`src/sv/sfc_pkg.sv`:
```
// ----------------------------------------------------------------------------
// sfc_pkg
// Shared widths, register indexes and types of the staggered flux curl block.
// ----------------------------------------------------------------------------
package sfc_pkg;

  localparam int SAMPLE_WIDTH = 32;
  localparam int MAX_CELLS    = 1024;
  localparam int CELL_W       = $clog2(MAX_CELLS + 1);
  localparam int LB_DEPTH     = MAX_CELLS + 1;
  localparam int SCALE_W      = 32;
  localparam int FRAC_W       = 16;
  localparam int DIFF_W       = SAMPLE_WIDTH + 2;
  localparam int LO_W         = 17;
  localparam int HI_W         = DIFF_W - LO_W;
  localparam int PLO_W        = LO_W + SCALE_W;
  localparam int PHI_W        = HI_W + SCALE_W + 1;
  localparam int PROD_W       = DIFF_W + SCALE_W + 1;
  localparam int SHIFT_W      = PROD_W - FRAC_W;

  localparam int CFG_IDX_W    = 2;
  localparam int CFG_DATA_W   = 32;

  localparam logic [CFG_IDX_W-1:0] CFG_CELLS_X = 2'd0;
  localparam logic [CFG_IDX_W-1:0] CFG_CELLS_Y = 2'd1;
  localparam logic [CFG_IDX_W-1:0] CFG_SCALE   = 2'd2;

  localparam logic [CELL_W-1:0]  CELLS_RESET = CELL_W'(64);
  localparam logic [SCALE_W-1:0] SCALE_RESET = SCALE_W'(65536);
  localparam logic [CELL_W-1:0]  CELLS_MIN   = CELL_W'(2);
  localparam logic [CELL_W-1:0]  CELLS_MAX   = CELL_W'(MAX_CELLS);

  typedef struct packed {
    logic interior;
    logic last;
  } node_t;

endpackage

```
`src/sv/sfc_mul_sat.sv`:
```
// ----------------------------------------------------------------------------
// sfc_mul_sat
// Two-stage scale: split partial products, then sum, floor shift, saturate.
// ----------------------------------------------------------------------------
module sfc_mul_sat (
  input  logic                                    clk_i,
  input  logic                                    rst_ni,
  input  logic                                    in_valid_i,
  output logic                                    in_ready_o,
  input  logic signed [sfc_pkg::DIFF_W-1:0]       diff_i,
  input  logic [sfc_pkg::SCALE_W-1:0]             scale_i,
  input  sfc_pkg::node_t                          node_i,
  output logic                                    out_valid_o,
  input  logic                                    out_ready_i,
  output logic signed [sfc_pkg::SAMPLE_WIDTH-1:0] curl_o,
  output logic                                    last_o
);

  localparam logic signed [sfc_pkg::SAMPLE_WIDTH-1:0] SatMax =
    {1'b0, {(sfc_pkg::SAMPLE_WIDTH-1){1'b1}}};
  localparam logic signed [sfc_pkg::SAMPLE_WIDTH-1:0] SatMin =
    {1'b1, {(sfc_pkg::SAMPLE_WIDTH-1){1'b0}}};

  logic                                    p_v_q, p_ready, o_v_q, o_ready;
  logic [sfc_pkg::PLO_W-1:0]               plo_q;
  logic signed [sfc_pkg::PHI_W-1:0]        phi_q;
  sfc_pkg::node_t                          pnode_q;
  logic signed [sfc_pkg::PROD_W-1:0]       prod;
  logic signed [sfc_pkg::SHIFT_W-1:0]      shifted;
  logic signed [sfc_pkg::SAMPLE_WIDTH-1:0] sat, curl_q;
  logic                                    last_q;
  logic                                    fits;

  assign o_ready    = !o_v_q || out_ready_i;
  assign p_ready    = !p_v_q || o_ready;
  assign in_ready_o = p_ready;

  assign prod = (sfc_pkg::PROD_W'(phi_q) <<< sfc_pkg::LO_W)
              + $signed({{(sfc_pkg::PROD_W-sfc_pkg::PLO_W){1'b0}}, plo_q});
  assign shifted = prod[sfc_pkg::PROD_W-1:sfc_pkg::FRAC_W];
  assign fits = (shifted[sfc_pkg::SHIFT_W-1:sfc_pkg::SAMPLE_WIDTH-1] == '0)
             || (shifted[sfc_pkg::SHIFT_W-1:sfc_pkg::SAMPLE_WIDTH-1] == '1);

  always_comb begin
    if (fits) begin
      sat = shifted[sfc_pkg::SAMPLE_WIDTH-1:0];
    end else if (shifted[sfc_pkg::SHIFT_W-1]) begin
      sat = SatMin;
    end else begin
      sat = SatMax;
    end
  end

  always_ff @(posedge clk_i or negedge rst_ni) begin
    if (!rst_ni) begin
      p_v_q <= 1'b0;
      o_v_q <= 1'b0;
    end else begin
      if (p_ready) begin
        p_v_q <= in_valid_i;
      end
      if (o_ready) begin
        o_v_q <= p_v_q;
      end
    end
  end

  always_ff @(posedge clk_i) begin
    if (p_ready && in_valid_i) begin
      plo_q   <= diff_i[sfc_pkg::LO_W-1:0] * scale_i;
      phi_q   <= $signed(diff_i[sfc_pkg::DIFF_W-1:sfc_pkg::LO_W]) * $signed({1'b0, scale_i});
      pnode_q <= node_i;
    end
    if (o_ready && p_v_q) begin
      curl_q <= pnode_q.interior ? sat : '0;
      last_q <= pnode_q.last;
    end
  end

  assign out_valid_o = o_v_q;
  assign curl_o      = curl_q;
  assign last_o      = last_q;

endmodule

```
`config.mk`:
```
export PLATFORM = sky130hd
export DESIGN_NAME = sfc_mul_sat
export DESIGN_NICKNAME = d
export VERILOG_FILES = /design/src/sv/sfc_pkg.sv /design/src/sv/sfc_mul_sat.sv
export SDC_FILE = /design/constraint.sdc
export NUM_CORES = 2
export LEC_CHECK = 0
export BUFFER_PORTS_ARGS = -buffer_cell sky130_fd_sc_hd__buf_2
export CAP_MARGIN = 20
export CORE_UTILIZATION = 35
export CTS_CLUSTER_SIZE = 8
export DETAILED_ROUTE_END_ITERATION = 10
export PLACE_DENSITY = 0.57
export SLEW_MARGIN = 20
export SYNTH_ARGS = -nofsm -noshare
export SYNTH_HDL_FRONTEND = slang
export SYNTH_SLANG_ARGS = --single-unit
```
`constraint.sdc`:
```
create_clock -name clk_i -period 4.05 [get_ports clk_i]
set_input_delay 0.2025 -clock clk_i [delete_from_list [all_inputs] [get_ports clk_i]]
set_output_delay 0.2025 -clock clk_i [all_outputs]
set_load 0.02 [all_outputs]
```
## Yosys cells after proc, flatten, opt, wreduce, memory -nomap -nowiden

Cells that the tools add are included.
Widths: inputs -> output; s select.

- Word-level logic and storage cells: 22
- Register bits after elaboration: 136
- Bits of input ports: 72
- Output and inout port bits: 35

- Add/sub/neg operators: 1
- $mul: 2
- Equal/unequal tests: 1
- Reduce and logical (&&, ||, !) cells: 8
- Multiplexer cells: 2

Operator list:

| operator | count |
|---|---|
| $add 67x50->67 | 1 |
| $mux 32 | 2 |
| $mul 17x33->50 | 1 |
| $mul 17x32->49 | 1 |
| $eq 20x20->1 const B | 1 |
| $logic_not 20->1 | 1 |
| $logic_or 1x1->1 | 3 |
| $logic_and 1x1->1 | 2 |
| $logic_not 1->1 | 2 |

## Logic depth before layout (Yosys ltp)

- Depth after elaboration: 4
- Gate-level depth with buffers: 26
- Mapped depth without buffers: 25

## Least setup slack after synthesis

OpenSTA, ideal clock, no wires.

- Kind: input-to-reg
- Start point: input port scale_i[29] (netlist bit)
- End point: register plo_q[48] (netlist bit) (data pin)
- Cell stages on the path: 26
- Arrival time: 6184 ps
- Buffers on the path: 2
- Setup slack: -2394 ps
- Cell sequence: clkbuf_1 -> clkbuf_1 -> nand2_1 -> fa_1 -> inv_1 -> fa_1 -> inv_1 -> fa_1 -> inv_1 -> fa_1 -> fa_1 -> inv_1 -> fa_1 -> inv_1 -> ha_1 -> a21o_1 -> a21o_1 -> a21oi_1 -> o21ai_0 -> a21o_1 -> a21o_1 -> o41ai_1 -> o22ai_1 -> o21a_1 -> nor2_1 -> xnor2_1

- Word-level cells in the longest chain between the ends: 1

RTL lines:

| element | RTL line | source |
|---|---|---|
| from (decl) | sfc_mul_sat.sv:11 | `input logic [sfc_pkg::SCALE_W-1:0] scale_i,` |
| $mul 17x32->49 | sfc_mul_sat.sv:70 | `plo_q <= diff_i[sfc_pkg::LO_W-1:0] * scale_i;` |
| to (signal assigned) | sfc_mul_sat.sv:70 |  |
| to (decl) | sfc_mul_sat.sv:25 | `logic [sfc_pkg::PLO_W-1:0] plo_q;` |

Every way passes these cells.
A chain may end at the register's enable or synchronous reset.

## Final worst setup path

- Start point: input port scale_i[22] (netlist bit)
- End point: register plo_q[48] (netlist bit) (data pin)

The elaborated chain is that of the path after synthesis.

==> qor.yml <==
core-area_mm2: 0.115
rr_startpoint: "plo_q[47]"
cp-start-kind: "input port"
core.rowCount: 124
worst_ep_required_time_ns: 4.27
area_growth_syn_to_layout_pct: 29.7
criticalPathCategory: "in2reg"
drc: 11
place_ws_ns: -2.56
gp_congestion: 0.865
cts_max_path_buffers: 2
gr-usage-all-layers_pct: 20.2
cts_buffers: 17
place_hpwl_um: 93800
antenna_found_initial: 6
hold_violations: 0
layout-drive-gt1-share_pct: 24.9
grt_overflow: 0
synth_top_area_share_pct: 44.3
relSlewSlack_pct: 37.6
fin_setup_tns_ns: -99.84
period_share_pct: 144
synth_flop_cell: "edfxtp_1"
synth_enable_flop_cells: 118
start_util_pct: 35.4
r2r_end: "curl_o[29]"
worstSetupStartpoint: "scale_i[22]"
cts_tree: "yes"
drt-wirelength-per-cell_um: 17.5
status: "finished, violations left"
numPortBuffers: 106
setup_viol: 104
synth_area_leaders: "fa_1 (44%), inv_1 (9.7%), ha_1 (9.6%)"
fp.dieW_um: 342
synth-async-reset-ratio_pct: 1.67
synth_area_mm2: 0.0406
rrSetupSlack_ns: -0.09
drtAntennaViolNets: 0
syn_avg_cell_area_um2: 9.00
fp.dieH_um: 342
yosys.area.top_type: "fa_1"
grt_max_degree: 67
insertion_delay_ns: 0.47
synth.distinct_cells: 78
final_nets: 6383
dieArea_mm2: 0.117
final_max_slew_viol_count: 0
setup_ws_ns: -1.77
end_kind: "register"
skew_ns: 0.0124
syn_inst: 4508
drv_cap: 0
cts.sinks: 120
first_pass_iters: 10
ys_warn_count: 0
clockRootBuffer: "clkbuf_16"
utilization_pct: 45.9
min_path_type: "in2async"
period_minus_slack_ns: 5.82
clk_pin_slew_worst_paths_ns: 0.06
via_count: 31783
cp_max_fo: 18
grt_pass1_wl_um: 185000
drt-total-wl_um: 116000
ys_ff_latch: 120
viasPerCell: 4.79
holdWs_ns: 0.0527
ios: 107
max_freq_mhz: 172
syn_nets: 5788
htreeDepth: 4
worstMarginPinSlew_ns: 0.936
crit_arrival_ns: 6.04
drt_iter0_drc: 1555
grt_pass1_vias: 34112
violations: "design-rule violations, negative setup slack"
reg2regPathDepth: 15
rsz0062_at_grt: "true"
ys_seq_area_share_pct: 8.86
==> critical path, stage by stage <==
cell and delay (ns):
buf_2 0.14, buf_12 0.17, and2_4 0.15, fa_1 0.50, inv_1 0.06, fa_1 0.55, inv_2 0.05, fa_1 0.50
fa_1 0.54, fa_1 0.55, inv_1 0.05, fa_1 0.51, inv_2 0.05, ha_4 0.23, a21o_1 0.18, a21oi_2 0.17
o21ai_1 0.09, a21o_1 0.17, a21o_1 0.19, o41ai_4 0.36, buf_4 0.19, o22ai_4 0.06, o21a_1 0.18, nor2_1 0.11
xnor2_1 0.07
==> cell usage in the layout, fill, tap and decap left out, drive strengths merged, types with 4 or more instances in the layout <==
cell type	Yosys	final
a211o	6	6
a211oi	13	13
a21o	53	53
a21oi	112	112
a31oi	9	9
and2	459	459
and3	13	13
buf	20	784
clkbuf	211	33
clkinv	0	5
dlygate4sd3	0	5
edfxtp	118	118
fa	897	897
ha	311	311
inv	1045	1052
nand2	686	686
nand2b	29	29
nand3	22	22
nand4	32	32
nor2	102	102
nor2b	11	11
nor3	26	26
nor4	8	8
nor4b	4	4
o211ai	10	10
o21a	19	19
o21ai	96	96
o21bai	12	12
o22ai	4	4
or2	6	6
or3	7	7
xnor2	74	74
xor2	40	40
==> routing by layer <==
layer  GRT usage [%]  part of all wire (%)  vias up
li1                -                     -    14601
met1            25.9                    44    16392
met2            35.7                    50      639
met3            2.21                   3.9      145
met4            5.53                   2.7        6
met5               0                 0.035        -
==> synthesized netlist by cell type (all sizes together), types with 8 or more instances <==
cell type / number
o21a: 19
ha: 311
buf: 20
nor2b: 11
nor2: 102
xor2: 40
nand2b: 29
nand2: 686
nor4: 8
and3: 13
o21ai: 96
a21o: 53
a211oi: 13
nand4: 32
and2: 459
clkbuf: 211
nor3: 26
inv: 1045
o211ai: 10
fa: 897
nand3: 22
a21oi: 112
a31oi: 9
xnor2: 74
edfxtp: 118
o21bai: 12
==> registers in the layout (all words and copies together), names as in the netlist <==
| signal | count |
|---|---|
| out_valid_o | 1 |
| last_o | 1 |
| phi_q | 50 |
| plo_q | 33 |
| pnode_q | 2 |
| curl_o | 32 |
| p_v_q | 1 |
==> cells by family (layout without fill, tap and decap cells) <==
logic type	after synthesis	count (layout)	share of synthesized area [%]
and+or+nand+nor	1416	1416	17.0
DFF	120	120	8.86
xor gates and xnor gates	114	114	2.46
buffers and inverters	1276	1884	11.9
AOI/OAI and AO/OA	372	372	5.85
muxes	2	2	0.0494
adders and majority gates	1208	1208	53.9
other	0	1	0
==> repair_timing <==
item                                    in CTS  in global routing
hold endpoints to repair                     6                  0
hold buffers                                 5                  0
pin swaps                                  128                252
setup buffers                               66                 82
resized for setup                          240                384
cloned                                       9                 12
endpoints found under the setup margin     105                105
==> worst max path at each step <==
stage / slack [ns] / endpoint / cells past startpoint
global placement: -2.51 / phi_q[48] / 25
global route: -2.02 / phi_q[48] / 25
floorplan: -1.78 / plo_q[48] / 23
finish: -1.77 / plo_q[48] / 25
detailed placement: -2.56 / phi_q[48] / 25
CTS: -1.75 / plo_q[48] / 25
==> layout make-up <==
type | instances | area, µm²
Fill cell | 10862 | 62100
Multi-Input combinational cell | 3112 | 34500
Timing Repair Buffer | 807 | 8040
Inverter | 1045 | 3930
Sequential cell | 120 | 3590
Tap cell | 1512 | 1890
Clock buffer | 17 | 425
Clock inverter | 15 | 183
Antenna cell | 1 | 2.50
==> per-stage QoR <==
stage / instance area [µm²] / cells
floorplan: 41900 / 4508
global placement: 48100 / 6476
detailed placement: 48100 / 6476
CTS: 50400 / 6575
global route: 52600 / 6629
finish: 52600 / 6629
Power is not shown: default switching activity piles up to over one toggle a cycle in this logic, so the estimate is an artifact.
