--- src/sv/sfc_pkg.sv ---
// ----------------------------------------------------------------------------
// sfc_pkg
// Shared widths, register indexes and types of the staggered flux curl block.
// ----------------------------------------------------------------------------
package sfc_pkg;

  localparam int SAMPLE_WIDTH = 32;
  localparam int MAX_CELLS    = 1024;
  localparam int CELL_W       = $clog2(MAX_CELLS + 1);
  localparam int LB_DEPTH     = MAX_CELLS + 1;
  localparam int SCALE_W      = 32;
  localparam int FRAC_W       = 16;
  localparam int DIFF_W       = SAMPLE_WIDTH + 2;
  localparam int LO_W         = 17;
  localparam int HI_W         = DIFF_W - LO_W;
  localparam int PLO_W        = LO_W + SCALE_W;
  localparam int PHI_W        = HI_W + SCALE_W + 1;
  localparam int PROD_W       = DIFF_W + SCALE_W + 1;
  localparam int SHIFT_W      = PROD_W - FRAC_W;

  localparam int CFG_IDX_W    = 2;
  localparam int CFG_DATA_W   = 32;

  localparam logic [CFG_IDX_W-1:0] CFG_CELLS_X = 2'd0;
  localparam logic [CFG_IDX_W-1:0] CFG_CELLS_Y = 2'd1;
  localparam logic [CFG_IDX_W-1:0] CFG_SCALE   = 2'd2;

  localparam logic [CELL_W-1:0]  CELLS_RESET = CELL_W'(64);
  localparam logic [SCALE_W-1:0] SCALE_RESET = SCALE_W'(65536);
  localparam logic [CELL_W-1:0]  CELLS_MIN   = CELL_W'(2);
  localparam logic [CELL_W-1:0]  CELLS_MAX   = CELL_W'(MAX_CELLS);

  typedef struct packed {
    logic interior;
    logic last;
  } node_t;

endpackage

--- src/sv/sfc_scan.sv ---
// ----------------------------------------------------------------------------
// sfc_scan
// Configuration registers, node scan counters and previous x-flux register.
// ----------------------------------------------------------------------------
module sfc_scan (
  input  logic                                    clk_i,
  input  logic                                    rst_ni,
  input  logic                                    cfg_we_i,
  input  logic [sfc_pkg::CFG_IDX_W-1:0]           cfg_index_i,
  input  logic [sfc_pkg::CFG_DATA_W-1:0]          cfg_data_i,
  input  logic                                    take_i,
  input  logic signed [sfc_pkg::SAMPLE_WIDTH-1:0] x_flux_i,
  output logic signed [sfc_pkg::SAMPLE_WIDTH-1:0] prev_x_o,
  output logic [sfc_pkg::CELL_W-1:0]              slot_o,
  output sfc_pkg::node_t                          node_o,
  output logic [sfc_pkg::SCALE_W-1:0]             scale_o
);

  logic [sfc_pkg::CELL_W-1:0]              nx_q, ny_q, row_q, row_d, col_q, col_d;
  logic [sfc_pkg::CELL_W-1:0]              cells_wr;
  logic [sfc_pkg::SCALE_W-1:0]             scale_q;
  logic signed [sfc_pkg::SAMPLE_WIDTH-1:0] prev_x_q;
  logic                                    end_row, end_grid;

  always_comb begin
    cells_wr = cfg_data_i[sfc_pkg::CELL_W-1:0];
    if (cells_wr < sfc_pkg::CELLS_MIN) begin
      cells_wr = sfc_pkg::CELLS_MIN;
    end else if (cells_wr > sfc_pkg::CELLS_MAX) begin
      cells_wr = sfc_pkg::CELLS_MAX;
    end
  end

  assign end_row  = col_q >= ny_q;
  assign end_grid = end_row && (row_q >= nx_q);

  always_comb begin
    row_d = row_q;
    col_d = col_q;
    if (end_grid) begin
      row_d = '0;
      col_d = '0;
    end else if (end_row) begin
      row_d = row_q + 1'b1;
      col_d = '0;
    end else begin
      col_d = col_q + 1'b1;
    end
  end

  always_ff @(posedge clk_i or negedge rst_ni) begin
    if (!rst_ni) begin
      nx_q     <= sfc_pkg::CELLS_RESET;
      ny_q     <= sfc_pkg::CELLS_RESET;
      scale_q  <= sfc_pkg::SCALE_RESET;
      row_q    <= '0;
      col_q    <= '0;
      prev_x_q <= '0;
    end else begin
      if (cfg_we_i && (cfg_index_i == sfc_pkg::CFG_CELLS_X)) begin
        nx_q  <= cells_wr;
        row_q <= '0;
        col_q <= '0;
      end else if (cfg_we_i && (cfg_index_i == sfc_pkg::CFG_CELLS_Y)) begin
        ny_q  <= cells_wr;
        row_q <= '0;
        col_q <= '0;
      end else if (take_i) begin
        row_q <= row_d;
        col_q <= col_d;
      end
      if (cfg_we_i && (cfg_index_i == sfc_pkg::CFG_SCALE)) begin
        scale_q <= cfg_data_i[sfc_pkg::SCALE_W-1:0];
      end
      if (take_i) begin
        prev_x_q <= x_flux_i;
      end
    end
  end

  assign prev_x_o        = prev_x_q;
  assign slot_o          = col_q;
  assign scale_o         = scale_q;
  assign node_o.interior = (row_q != '0) && (row_q < nx_q) && (col_q != '0) && (col_q < ny_q);
  assign node_o.last     = end_grid;

endmodule

--- config.mk ---
export PLATFORM = sky130hd
export DESIGN_NAME = sfc_scan
export DESIGN_NICKNAME = d
export VERILOG_FILES = /design/src/sv/sfc_pkg.sv /design/src/sv/sfc_scan.sv
export SDC_FILE = /design/constraint.sdc
export NUM_CORES = 1
export LEC_CHECK = 0
export ABC_CLOCK_PERIOD_IN_PS = 5570
export BUFFER_PORTS_ARGS = -buffer_cell sky130_fd_sc_hd__clkbuf_2
export CAP_MARGIN = 20
export CORE_ASPECT_RATIO = 2
export CORE_MARGIN = 2
export CORE_UTILIZATION = 56
export CTS_CLUSTER_DIAMETER = 30
export CTS_CLUSTER_SIZE = 30
export DETAILED_ROUTE_END_ITERATION = 16
export PLACE_DENSITY = 0.84
export SETUP_SLACK_MARGIN = 0.2
export SLEW_MARGIN = 15
export SYNTH_ARGS = -nofsm -noshare
export SYNTH_HDL_FRONTEND = slang
export SYNTH_SLANG_ARGS = --single-unit
--- constraint.sdc ---
create_clock -name clk_i -period 5.57 [get_ports clk_i]
set_input_delay 1.114 -clock clk_i [delete_from_list [all_inputs] [get_ports clk_i]]
set_output_delay 1.114 -clock clk_i [all_outputs]
set_load 0.01 [all_outputs]
* After elaboration in Yosys (flattened, before gate mapping)
Cells that the tools add are included.
** Operators by class
- Add/subtract/negate cells :: 2
- Order comparisons :: 6
- Equal/unequal tests :: 2
- Mux-type cells :: 12
- Bitwise gates (word level) :: 1
- Reductions and logical operators :: 14
** Operator list (count)
- 2-to-1 mux 11 bit :: 12
- adder 11 x 1 -> 11 bit, second input constant :: 2
- greater-or-equal comparator 11 bit :: 2
- less-than comparator 11 bit :: 2
- nonzero test 11 bit :: 2
- greater-than comparator 11 bit, second input constant :: 1
- less-than comparator 11 x 2 -> 1 bit, second input constant :: 1
- logical AND 1 bit :: 7
- AND reduction 2 bit :: 2
- nonzero test 4 bit :: 1
- nonzero test 3 bit :: 1
- equality test 2 x 1 -> 1 bit, second input constant :: 1
- equality test 2 bit, second input constant :: 1
- zero test 2 bit :: 1
- NOT 1 bit :: 1
** Storage, ports and cells
- Register bits after elaboration :: 108
- Output and inout port bits :: 77
- Word-level logic and storage cells :: 43

* Depth between registers and ports, before layout
Gate-level depths: netlist (run 1).
- Depth after elaboration :: 6
- Depth in mapped cells :: 10

* Worst setup path before layout (run 1)
OpenSTA, ideal clock, no wires.
- Path kind :: register to output
- Start :: register ny_q[6] (netlist bit)
- End :: output node_o[0] (netlist bit)
- Data arrival time :: 2022 ps
- Setup slack :: 2434 ps
- Stages on the path, launching flop included :: 10
- Cells stage by stage :: dfstp_2 inv_1 ha_1 a211oi_1 o21ai_1 a221oi_1 nand2_1 a41oi_1 nor2_1 buf_4
** On the way
- Longest elaborated chain between the ends :: 2
** Ends and longest elaborated chain
- start: declaration :: RTL line sfc_scan.sv:19 : logic [sfc_pkg::CELL_W-1:0] nx_q, ny_q, row_q, row_d, col_q, col_d;
- start signal: assignment :: RTL line sfc_scan.sv:54 : ny_q <= sfc_pkg::CELLS_RESET;
- start signal: assignment :: RTL line sfc_scan.sv:65 : ny_q <= cells_wr;
- greater-or-equal comparator 11 bit :: RTL line sfc_scan.sv:34 : assign end_row = col_q >= ny_q;
- logical AND 1 bit :: RTL line sfc_scan.sv:35 : assign end_grid = end_row && (row_q >= nx_q);
- end: declaration :: RTL line sfc_scan.sv:15 : output sfc_pkg::node_t node_o,
No other way between the ends.

==> impl_metrics.yaml, run 1 <==
run_status:
  run_status: "finished, final reports clean"
yosys:
  synth_flop_cell: "dfrtp_1"
  yosysTopAreaCell: "dfrtp_1"
  synth_edf_count: 0
  yosys-mux-area-fraction_pct: 14.5
  syn_inst: 452
  synth_most_common_cell: "dfrtp_1"
  synth_top_cell_area_share_pct: 50.7
  synth_nets: 548
  synthSimpleGateAreaFrac_pct: 11.8
  synthXorXnorAreaFrac_pct: 0.338
  synthDistinctLibCells: 46
  yosys_register_bits: 108
  ys_warn_count: 0
  synthesis.area_um2: 5180
  async_flop_share_pct: 100
  synth_top_family_by_area: "multiplexers"
  ys_top_cells_by_area: "dfrtp_1, mux2_2, ha_1"
  yosys-top-cells-count: "dfrtp_1, mux2_2, nand2_1, o21ai_0, inv_1"
  synth_compound_area_share_pct: 11.0
  avgSynthCellArea_um2: 11.5
  synthAdderAreaFrac_pct: 6.28
  yosysSeqAreaShare_pct: 52.2
sta:
  slew_headroom_pct: 37.8
  hold_viol: 0
  rsz0062_at_grt: "false"
  slew_violations: 0
  worst_slew_pin_slew_ns: 0.933
  finalCriticalPeriod_ns: 3.95
  clock.fmax_ghz: 0.253
  fin_skew_ns: 0.00843
  fin_crit_sh_pct: 70.9
  setup_viol: 0
  fin_setup_tns_ns: 0
detailed_routing:
  dr_wl_met3_um: 573
  first_iter_violations: 231
  totalWireLength_mm: 12.0
  ant_nets: 0
  drc: 0
  vias: 4007
  route.met2.wl_mm: 6.74
  highest_layer: "met4"
  wl_met1_mm: 4.24
  avgViaCountPerCell: 5.73
  dr.pass1.iters: 4
  wire_per_inst_um: 17.2
global_route:
  grt_first_pass_wirelength_mm: 20.1
  gr-usage-all-layers_pct: 25.3
  grt_max_degree: 74
  grt_pass1_vias: 4372
  antenna_found_initial: 0
  grt-ovfl-total: 0
clocking:
  post-cts-setup-buffer-count: 0
  cts_buffer_depth: 2
  cts_max_level: 3
  clkSinkCount: 108
  ctsRootBufferMaster: "clkbuf_16"
  cts_tree: "yes"
  cts_resized: 0
  clk_pin_slew_ns: 0.07
  clk_latency_ns: 0.34
  cts_buffers: 9
  cts_hold_buf: 0
power:
  p_per_area_nw_per_um2: 370
  p_total_mw: 2.32
  p_leak_nw: 3.03
  ir_worst_vdd_mv: 0.242
placement:
  place_congestion: 0.943
  dp.cells: 683
  dp_hpwl_mm: 9.31
  portBuffers: 146
floorplan:
  core_area_um2: 9010
  die_h_um: 140
  num_io_pins: 147
  num_rows: 49
  die_w_um: 72.0
  start_util_pct: 57.5
  die_area_um2: 10100
worst_setup_path:
  crit_path_end_kind: "output port"
  critPathKind: "flop to output port"
  worst_ep_arrival_time_ns: 2.84
  worst-path-buf-inv: 2
  crit_family: "compound AO/OA/AOI/OAI gates"
  cp.required_ns: 4.46
  crit_slowest_cell: "a221oi_1"
  path_cells: "inv_1 > ha_1 > a211oi_1 > o21ai_1 > a221oi_1 > nand2_1 > nor3_1 > clkbuf_2"
  start_kind: "flop"
  crit_fanout: 6
  max_stage_delay_ns: 0.71
run:
  cap_viol_max_count: 0
layout:
  fin_nets: 688
  antenna-diode-count: 0
  area_growth_pct: 21.1
  instances_no_fill: 699
  drive_gt1_share_pct: 42.5
hold_path:
  hold_path_class: "flop to flop"
==> flip-flops by register name (all words and copies together), names as in the netlist <==
register,cells
prev_x_o,32
scale_o,32
nx_q,11
ny_q,11
slot_o,11
row_q,11
==> per-stage QoR <==
step / utilization [%] / hold slack (ns) / instance area [µm²] / setup WS, ns
final: 69.7 / 0.481 / 6280 / 1.62
after global routing: 69.7 / 0.512 / 6280 / 1.44
after CTS: 69.7 / 0.485 / 6280 / 1.70
after detailed placement: 66.2 / 0.470 / 5970 / 2.09
after global placement: 66.2 / 0.466 / 5970 / 2.18
after floorplan: - / 0.450 / 5180 / 2.43
==> path summary, 6_finish.rpt <==
path | slack, ns | end | from | cells after the start
worst max register to register | 2.27 | row_q[1]$_DFFE_PN0P_ | ny_q[6]$_DFFE_PN1P_ | 8
min in group asynchronous | 0.89 | ny_q[8]$_DFFE_PN0P_ | rst_ni | 1
worst min-delay path | 0.48 | ny_q[7]$_DFFE_PN0P_ | ny_q[7]$_DFFE_PN0P_ | 2
worst min register to register | 0.48 | ny_q[7]$_DFFE_PN0P_ | ny_q[7]$_DFFE_PN0P_ | 2
max in group asynchronous | 3.68 | prev_x_o[1]$_DFFE_PN0P_ | rst_ni | 2
worst max-delay path | 1.62 | node_o[1] | ny_q[6]$_DFFE_PN1P_ | 8
==> report_power, final <==
| group | internal [mW] | switching, mW |
|---|---|---|
| Sequential | 0.909 | 0.118 |
| Clock | 0.365 | 0.292 |
| Combinational | 0.290 | 0.348 |
| Total | 1.56 | 0.757 |
==> cell usage in the layout, fill, tap and decap left out, types with 4 or more instances in the layout <==
master     netlist  final
a21o_1           4      4
a21oi_1          6      6
and3_1           5      5
buf_4            1      4
clkbuf_16        0      9
clkbuf_2         0    145
dfrtp_1        105    105
ha_1            26     26
inv_1           27     27
mux2_2          65     65
nand2_1         45     45
nand2b_1        12     12
nand3_1         14     14
nor2_1           9      9
nor3_1           7      7
nor4_1           5      5
o21a_1           4      4
o21ai_0         41     41
o221ai_2         8      8
or2_2            5      5
or3_1            4      4
==> layer usage <==
layer / GRT usage, % / vias to the layer above
li1: - / 1875
met1: 27.3 / 1955
met2: 46.5 / 136
met3: 4.53 / 41
met4: 11.5 / 0
met5: 0 / -
==> cells by family (layout without fill, tap and decap cells) <==
group	Yosys count	in the layout
AOI/OAI and AO/OA	81	81
xor gates and xnor gates	2	2
adders and majority gates	26	26
DFF	108	108
buffers and inverters	47	192
and+or+nand+nor	121	121
muxes	67	67
==> area by class of cell <==
| cell class | instances | area [µm²] |
|---|---|---|
| inverter | 27 | 101 |
| sequential | 108 | 2710 |
| clock inverter | 6 | 70.1 |
| clock buffer | 10 | 239 |
| fill | 662 | 2730 |
| tap | 102 | 128 |
| multi-input combinational | 297 | 2280 |
| timing repair buffer | 149 | 756 |
==> worst register-to-register path, stage by stage, from the launching register on <==
cell and delay (ns):
dfstp_2 0.53, inv_1 0.04, ha_1 0.28, a211oi_1 0.20, o21ai_1 0.09, a221oi_1 0.71, and2_1 0.60, or3_1 0.54
o22ai_2 0.16
Note: power is estimated with default switching activity, not from simulation.
==> run 2: changes to the inputs <==
--- a/config.mk
+++ b/config.mk
@@ -5,16 +5,16 @@
 export SDC_FILE = /design/constraint.sdc
 export NUM_CORES = 1
 export LEC_CHECK = 0
-export ABC_CLOCK_PERIOD_IN_PS = 5570
+export ABC_CLOCK_PERIOD_IN_PS = 3200
 export BUFFER_PORTS_ARGS = -buffer_cell sky130_fd_sc_hd__clkbuf_2
 export CAP_MARGIN = 20
 export CORE_ASPECT_RATIO = 2
 export CORE_MARGIN = 2
-export CORE_UTILIZATION = 56
+export CORE_UTILIZATION = 47
 export CTS_CLUSTER_DIAMETER = 30
 export CTS_CLUSTER_SIZE = 30
 export DETAILED_ROUTE_END_ITERATION = 16
-export PLACE_DENSITY = 0.84
+export PLACE_DENSITY = 0.75
 export SETUP_SLACK_MARGIN = 0.2
 export SLEW_MARGIN = 15
 export SYNTH_ARGS = -nofsm -noshare
==> constraint.sdc (replaced) <==
create_clock -name clk_i -period 3.2 [get_ports clk_i]
set_input_delay 0.64 -clock clk_i [delete_from_list [all_inputs] [get_ports clk_i]]
set_output_delay 0.64 -clock clk_i [all_outputs]
set_load 0.01 [all_outputs]
==> run 2 against run 1 <==
  * Die area grew 18%
  * Critical path depth up 2
  * Clock power rose by 78%
  * Non-clock buffer count increased by 7
  * Combinational power is 83% higher
  * Worst setup slack worse by 1.3 ns
  * Final cell count rose by 6.4%
  * Sequential cell count unchanged
  * Worst hold slack got worse by 0.19 ns
  * Clock-buffer cell count did not move
  * Largest cell class unchanged
==> impl_metrics.yaml, run 2 (synthesis results as in run 1) <==
sta:
  rsz0062_at_grt: "false"
  clock.fmax_ghz: 0.347
  hold_viol: 0
  fin_crit_sh_pct: 90.0
  worst_slew_pin_slew_ns: 0.668
  finalCriticalPeriod_ns: 2.88
  fin_setup_tns_ns: 0
  slew_headroom_pct: 55.4
  slew_violations: 0
  fin_skew_ns: 0.00801
  setup_viol: 0
clocking:
  clk_pin_slew_ns: 0.07
  clk_latency_ns: 0.34
  clkSinkCount: 108
  ctsRootBufferMaster: "clkbuf_16"
  cts_tree: "yes"
  cts_buffers: 9
  cts_max_level: 3
  cts_buffer_depth: 2
detailed_routing:
  vias: 4034
  first_iter_violations: 203
  totalWireLength_mm: 12.5
  drc: 0
  dr.pass1.iters: 6
  wire_per_inst_um: 16.8
  avgViaCountPerCell: 5.42
  ant_nets: 0
power:
  p_total_mw: 4.14
  p_leak_nw: 3.07
  ir_worst_vdd_mv: 0.432
  p_per_area_nw_per_um2: 642
floorplan:
  die_w_um: 78.3
  num_io_pins: 147
  die_area_um2: 11900
  core_area_um2: 10800
  die_h_um: 153
  num_rows: 54
  start_util_pct: 47.9
worst_setup_path:
  worst_ep_arrival_time_ns: 2.24
  start_kind: "flop"
  cp.required_ns: 2.56
  crit_slowest_cell: "dfstp_2"
  critPathKind: "flop to output port"
  max_stage_delay_ns: 0.53
  path_cells: "inv_1 > ha_4 > a211oi_2 > o21ai_1 > a221oi_2 > buf_4 > nand2_1 > a41oi_2 > nor2_1 > clkbuf_2"
  crit_path_end_kind: "output port"
  crit_fanout: 2
placement:
  dp_hpwl_mm: 9.55
  portBuffers: 146
  dp.cells: 726
  place_congestion: 0.900
global_route:
  antenna_found_initial: 0
  grt_max_degree: 66
  grt_first_pass_wirelength_mm: 21.1
  grt_pass1_vias: 4473
  gr-usage-all-layers_pct: 22.2
  grt-ovfl-total: 0
layout:
  antenna-diode-count: 0
  multiInputGateArea_um2: 2320
  utilization_pct: 59.6
  instances_no_fill: 744
  drive_gt1_share_pct: 44.2
  final_cell_mix: "clkbuf_2, dfrtp_1, mux2_2"
  fin_nets: 695
  n_fill_cell: 945
  mostFrequentLayoutCell: "clkbuf_2"
  regArea_um2: 2710
  area_growth_pct: 24.3
hold_path:
  hold_path_class: "primary input to async pin"
run:
  cap_viol_max_count: 0
run_status:
  run_status: "finished, final reports clean"
[run 2: cell count changes in the layout (fill, tap and decap cells not counted), sizes merged]
cell	before	now
clkinvlp	0	1
inv	29	28
clkinv	3	2
buf	4	11
bufinv	1	2
[run 2: worst max-delay path: cells and delay by family, from the launching register on]
family / cells / cell delay, ns
adder cells (fa/ha/maj): 1 / 0.22
AO/OA/AOI/OAI: 4 / 0.65
flip-flops: 1 / 0.53
AND/OR/NAND/NOR: 2 / 0.17
buffers and inverters: 3 / 0.33
[run 2: final cells by class]
class / instances / share of cell area [%]
sequential: 108 / 42.0
multi-input combinational: 297 / 36.0
timing repair buffer: 156 / 12.7
clock buffer: 10 / 3.56
tap: 140 / 2.72
inverter: 27 / 1.57
clock inverter: 6 / 1.34
[run 2: path summary, 6_finish.rpt]
check	start	end	slack (ns)	cells past startpoint
worst max-delay path	ny_q[6]$_DFFE_PN1P_	node_o[0]	0.32	10
worst min-delay path	rst_ni	scale_o[21]$_DFFE_PN0P_	0.29	1
worst max register to register	nx_q[6]$_DFFE_PN1P_	row_q[6]$_DFFE_PN0P_	0.46	8
worst min register to register	ny_q[3]$_DFFE_PN0P_	ny_q[3]$_DFFE_PN0P_	0.48	2
max in group asynchronous	rst_ni	ny_q[6]$_DFFE_PN1P_	2.12	2
min in group clk_i	ny_q[3]$_DFFE_PN0P_	ny_q[3]$_DFFE_PN0P_	0.48	2
[run 2: repair_timing]
item,in CTS,in global routing
setup endpoints to repair,2,2
hold buffers,0,0
gates resized for setup,2,5
pin swaps,1,1
setup buffers,1,1
[run 2: stage by stage]
step           hold WS [ns]  cell area, µm²  setup WS, ns
2_1_floorplan         0.344            5180         0.538
3_3_place_gp          0.466            6070         0.559
3_5_place_dp          0.477            6070         0.482
4_1_cts               0.307            6410         0.226
5_1_grt               0.338            6440         0.194
6_report              0.294            6440         0.319
[run 2: layer usage]
layer | share of wire [%] | vias up | global-route usage, % | wire length, µm
li1 | - | 1883 | - | -
met1 | 37 | 1986 | 23.7 | 4590
met2 | 55 | 123 | 40.4 | 6930
met3 | 3.6 | 42 | 3.97 | 456
met4 | 4.5 | 0 | 11.9 | 560
met5 | 0 | - | 0 | 0
[run 2: power breakdown]
part	switching [mW]	internal (mW)	leakage, nW	total (mW)
combinational	0.633	0.532	1.61	1.17
sequential	0.213	1.58	1.31	1.80
clock	0.488	0.687	0.153	1.17
==> run 3: changes to the inputs <==
--- a/config.mk
+++ b/config.mk
@@ -5,8 +5,9 @@
 export SDC_FILE = /design/constraint.sdc
 export NUM_CORES = 1
 export LEC_CHECK = 0
+export ABC_AREA = 1
 export ABC_CLOCK_PERIOD_IN_PS = 3200
-export BUFFER_PORTS_ARGS = -buffer_cell sky130_fd_sc_hd__clkbuf_2
+export BUFFER_PORTS_ARGS = -buffer_cell sky130_fd_sc_hd__buf_2
 export CAP_MARGIN = 20
 export CORE_ASPECT_RATIO = 2
 export CORE_MARGIN = 2
==> run 3 against run 2 <==
  * Worst hold slack gained 0.064 ns
  * Combinational power shrank 26%
  * Sequential cell count is the same
  * Largest cell class unchanged
  * Sequential share of layout area grew 0.19 points
  * First-iteration DRC count shrank 22%
  * Clock skew is essentially flat
  * Worst setup slack gained 0.033 ns
  * Largest power group unchanged
  * Critical path depth grew 1
  * Synthesized area grew 2.1%
==> impl_metrics.yaml, run 3 <==
run_status:
  run_status: "finished, final reports clean"
sta:
  finalCriticalPeriod_ns: 2.85
  rsz0062_at_grt: "false"
  hold_viol: 0
  fin_setup_tns_ns: 0
  clock.fmax_ghz: 0.351
  whs_ns: 0.357
  fin_skew_ns: 0.00792
  slew_headroom_pct: 45.8
  fin_crit_sh_pct: 89.0
  setup_ws_ns: 0.351
  worst_slew_pin_slew_ns: 0.812
  setup_viol: 0
  slew_violations: 0
layout:
  utilization_pct: 58.6
  drive_gt1_share_pct: 31.9
  final_cell_mix: "nand2_1, buf_2, dfrtp_1"
  antenna-diode-count: 0
  fin_nets: 822
  mostFrequentLayoutCell: "nand2_1"
  area_growth_pct: 21.2
power:
  ir_worst_vdd_mv: 0.405
  p_leak_nw: 3.44
  p_total_mw: 3.61
  p_per_area_nw_per_um2: 563
floorplan:
  start_util_pct: 48.3
  die_h_um: 154
  num_rows: 54
  die_area_um2: 12200
  die_w_um: 79.0
  num_io_pins: 147
  core_area_um2: 10900
placement:
  portBuffers: 146
  place_congestion: 0.900
  dpl_worst_slack_ns: 0.733
  dp_hpwl_mm: 9.82
worst_setup_path:
  critPathKind: "flop to output port"
  worst_ep_arrival_time_ns: 2.21
  cp.required_ns: 2.56
  start_kind: "flop"
  crit_path_end_kind: "output port"
  crit_fanout: 3
yosys:
  synth_nets: 679
  yosysSeqAreaShare_pct: 51.2
  avgSynthCellArea_um2: 9.07
  synth_edf_count: 0
  yosys_register_bits: 108
  yosys-top-cells-count: "nand2_1, dfrtp_1, inv_1, nor2_1"
  synth_flop_cell: "dfrtp_1"
  yosysTopAreaCell: "dfrtp_1"
  ys_top_cells_by_area: "dfrtp_1, nand2_1, mux2_2"
  synth_most_common_cell: "nand2_1"
  async_flop_share_pct: 100
  ys_warn_count: 0
  synthesis.area_um2: 5290
  syn_inst: 583
  synthDistinctLibCells: 39
  synth_top_cell_area_share_pct: 49.7
detailed_routing:
  wire_per_inst_um: 14.6
  totalWireLength_mm: 12.7
  avgViaCountPerCell: 5.01
  dr.pass1.iters: 4
  drc: 0
  ant_nets: 0
  vias: 4366
  first_iter_violations: 159
clocking:
  post-cts-setup-buffer-count: 0
  cts_buffer_depth: 2
  cts_resized: 0
  cts_tree: "yes"
  clkSinkCount: 108
  cts_buffers: 9
  clk_latency_ns: 0.34
  cts_hold_buf: 0
  ctsRootBufferMaster: "clkbuf_16"
  cts_max_level: 3
  clk_pin_slew_ns: 0.07
global_route:
  grt_pass1_vias: 4400
  grt_max_degree: 62
  antenna_found_initial: 0
  grt_first_pass_wirelength_mm: 21.0
  gr-usage-all-layers_pct: 21.9
  grt-ovfl-total: 0
hold_path:
  hold_path_class: "primary input to async pin"
run:
  cap_viol_max_count: 0
## run 3: through the flow
stage               std cells  cell area [µm²]
finish                    871             6410
global route              871             6410
CTS                       871             6410
detailed placement        855             6130
global placement          855             6130
floorplan                 583             5290
## run 3: area by class of cell
type                            instances  area (µm²)
Sequential cell                       108        2710
Tap cell                              140         175
Inverter                               58         220
Timing Repair Buffer                  150         763
Clock buffer                           10         229
Multi-Input combinational cell        399        2270
Fill cell                            1015        4540
Clock inverter                          6        48.8
## run 3: kinds of logic after synthesis
| family | synth area share (%) |
|---|---|
| XOR/XNOR | 1.49 |
| AO/OA/AOI/OAI | 6.55 |
| AND/OR/NAND/NOR | 22.5 |
| adder cells (fa/ha/maj) | 6.15 |
| buffers and inverters | 5.99 |
| flip-flops | 51.2 |
| multiplexers | 6.17 |
## run 3: path summary, 6_finish.rpt
kind,start,endpoint,slack [ns],depth (start not counted)
max,ny_q[6]$_DFFE_PN1P_,node_o[1],0.35,11
min,rst_ni,slot_o[1]$_DFFE_PN0P_,0.36,1
max reg2reg,ny_q[6]$_DFFE_PN1P_,slot_o[9]$_DFFE_PN0P_,1.05,11
min reg2reg,prev_x_o[1]$_DFFE_PN0P_,prev_x_o[1]$_DFFE_PN0P_,0.47,2
max in group asynchronous,rst_ni,prev_x_o[9]$_DFFE_PN0P_,2.01,2
min in group clk_i,prev_x_o[1]$_DFFE_PN0P_,prev_x_o[1]$_DFFE_PN0P_,0.47,2
## run 3: power breakdown
part	total, mW	switching, mW	leakage [nW]	internal (mW)
Sequential	1.69	0.140	1.35	1.55
Combinational	0.869	0.500	1.95	0.369
Clock	1.05	0.513	0.137	0.538
## run 3: critical path, cell delays in order, from the launching register on
cell and delay [ns]:
dfstp_2 0.53, inv_1 0.04, ha_1 0.29, nand2_1 0.10, inv_1 0.04, nand2_1 0.05, nand2_1 0.06, a21oi_2 0.19
nand2_1 0.07, nor2_1 0.14, and3b_1 0.22, buf_2 0.14
## run 3: layer usage
layer,global-route usage (%),wire [µm],vias to the layer above
met1,23.7,4740,2074
li1,-,-,2147
met2,40.0,6990,115
met3,3.64,533,30
met4,10.8,443,0
met5,0,0,-
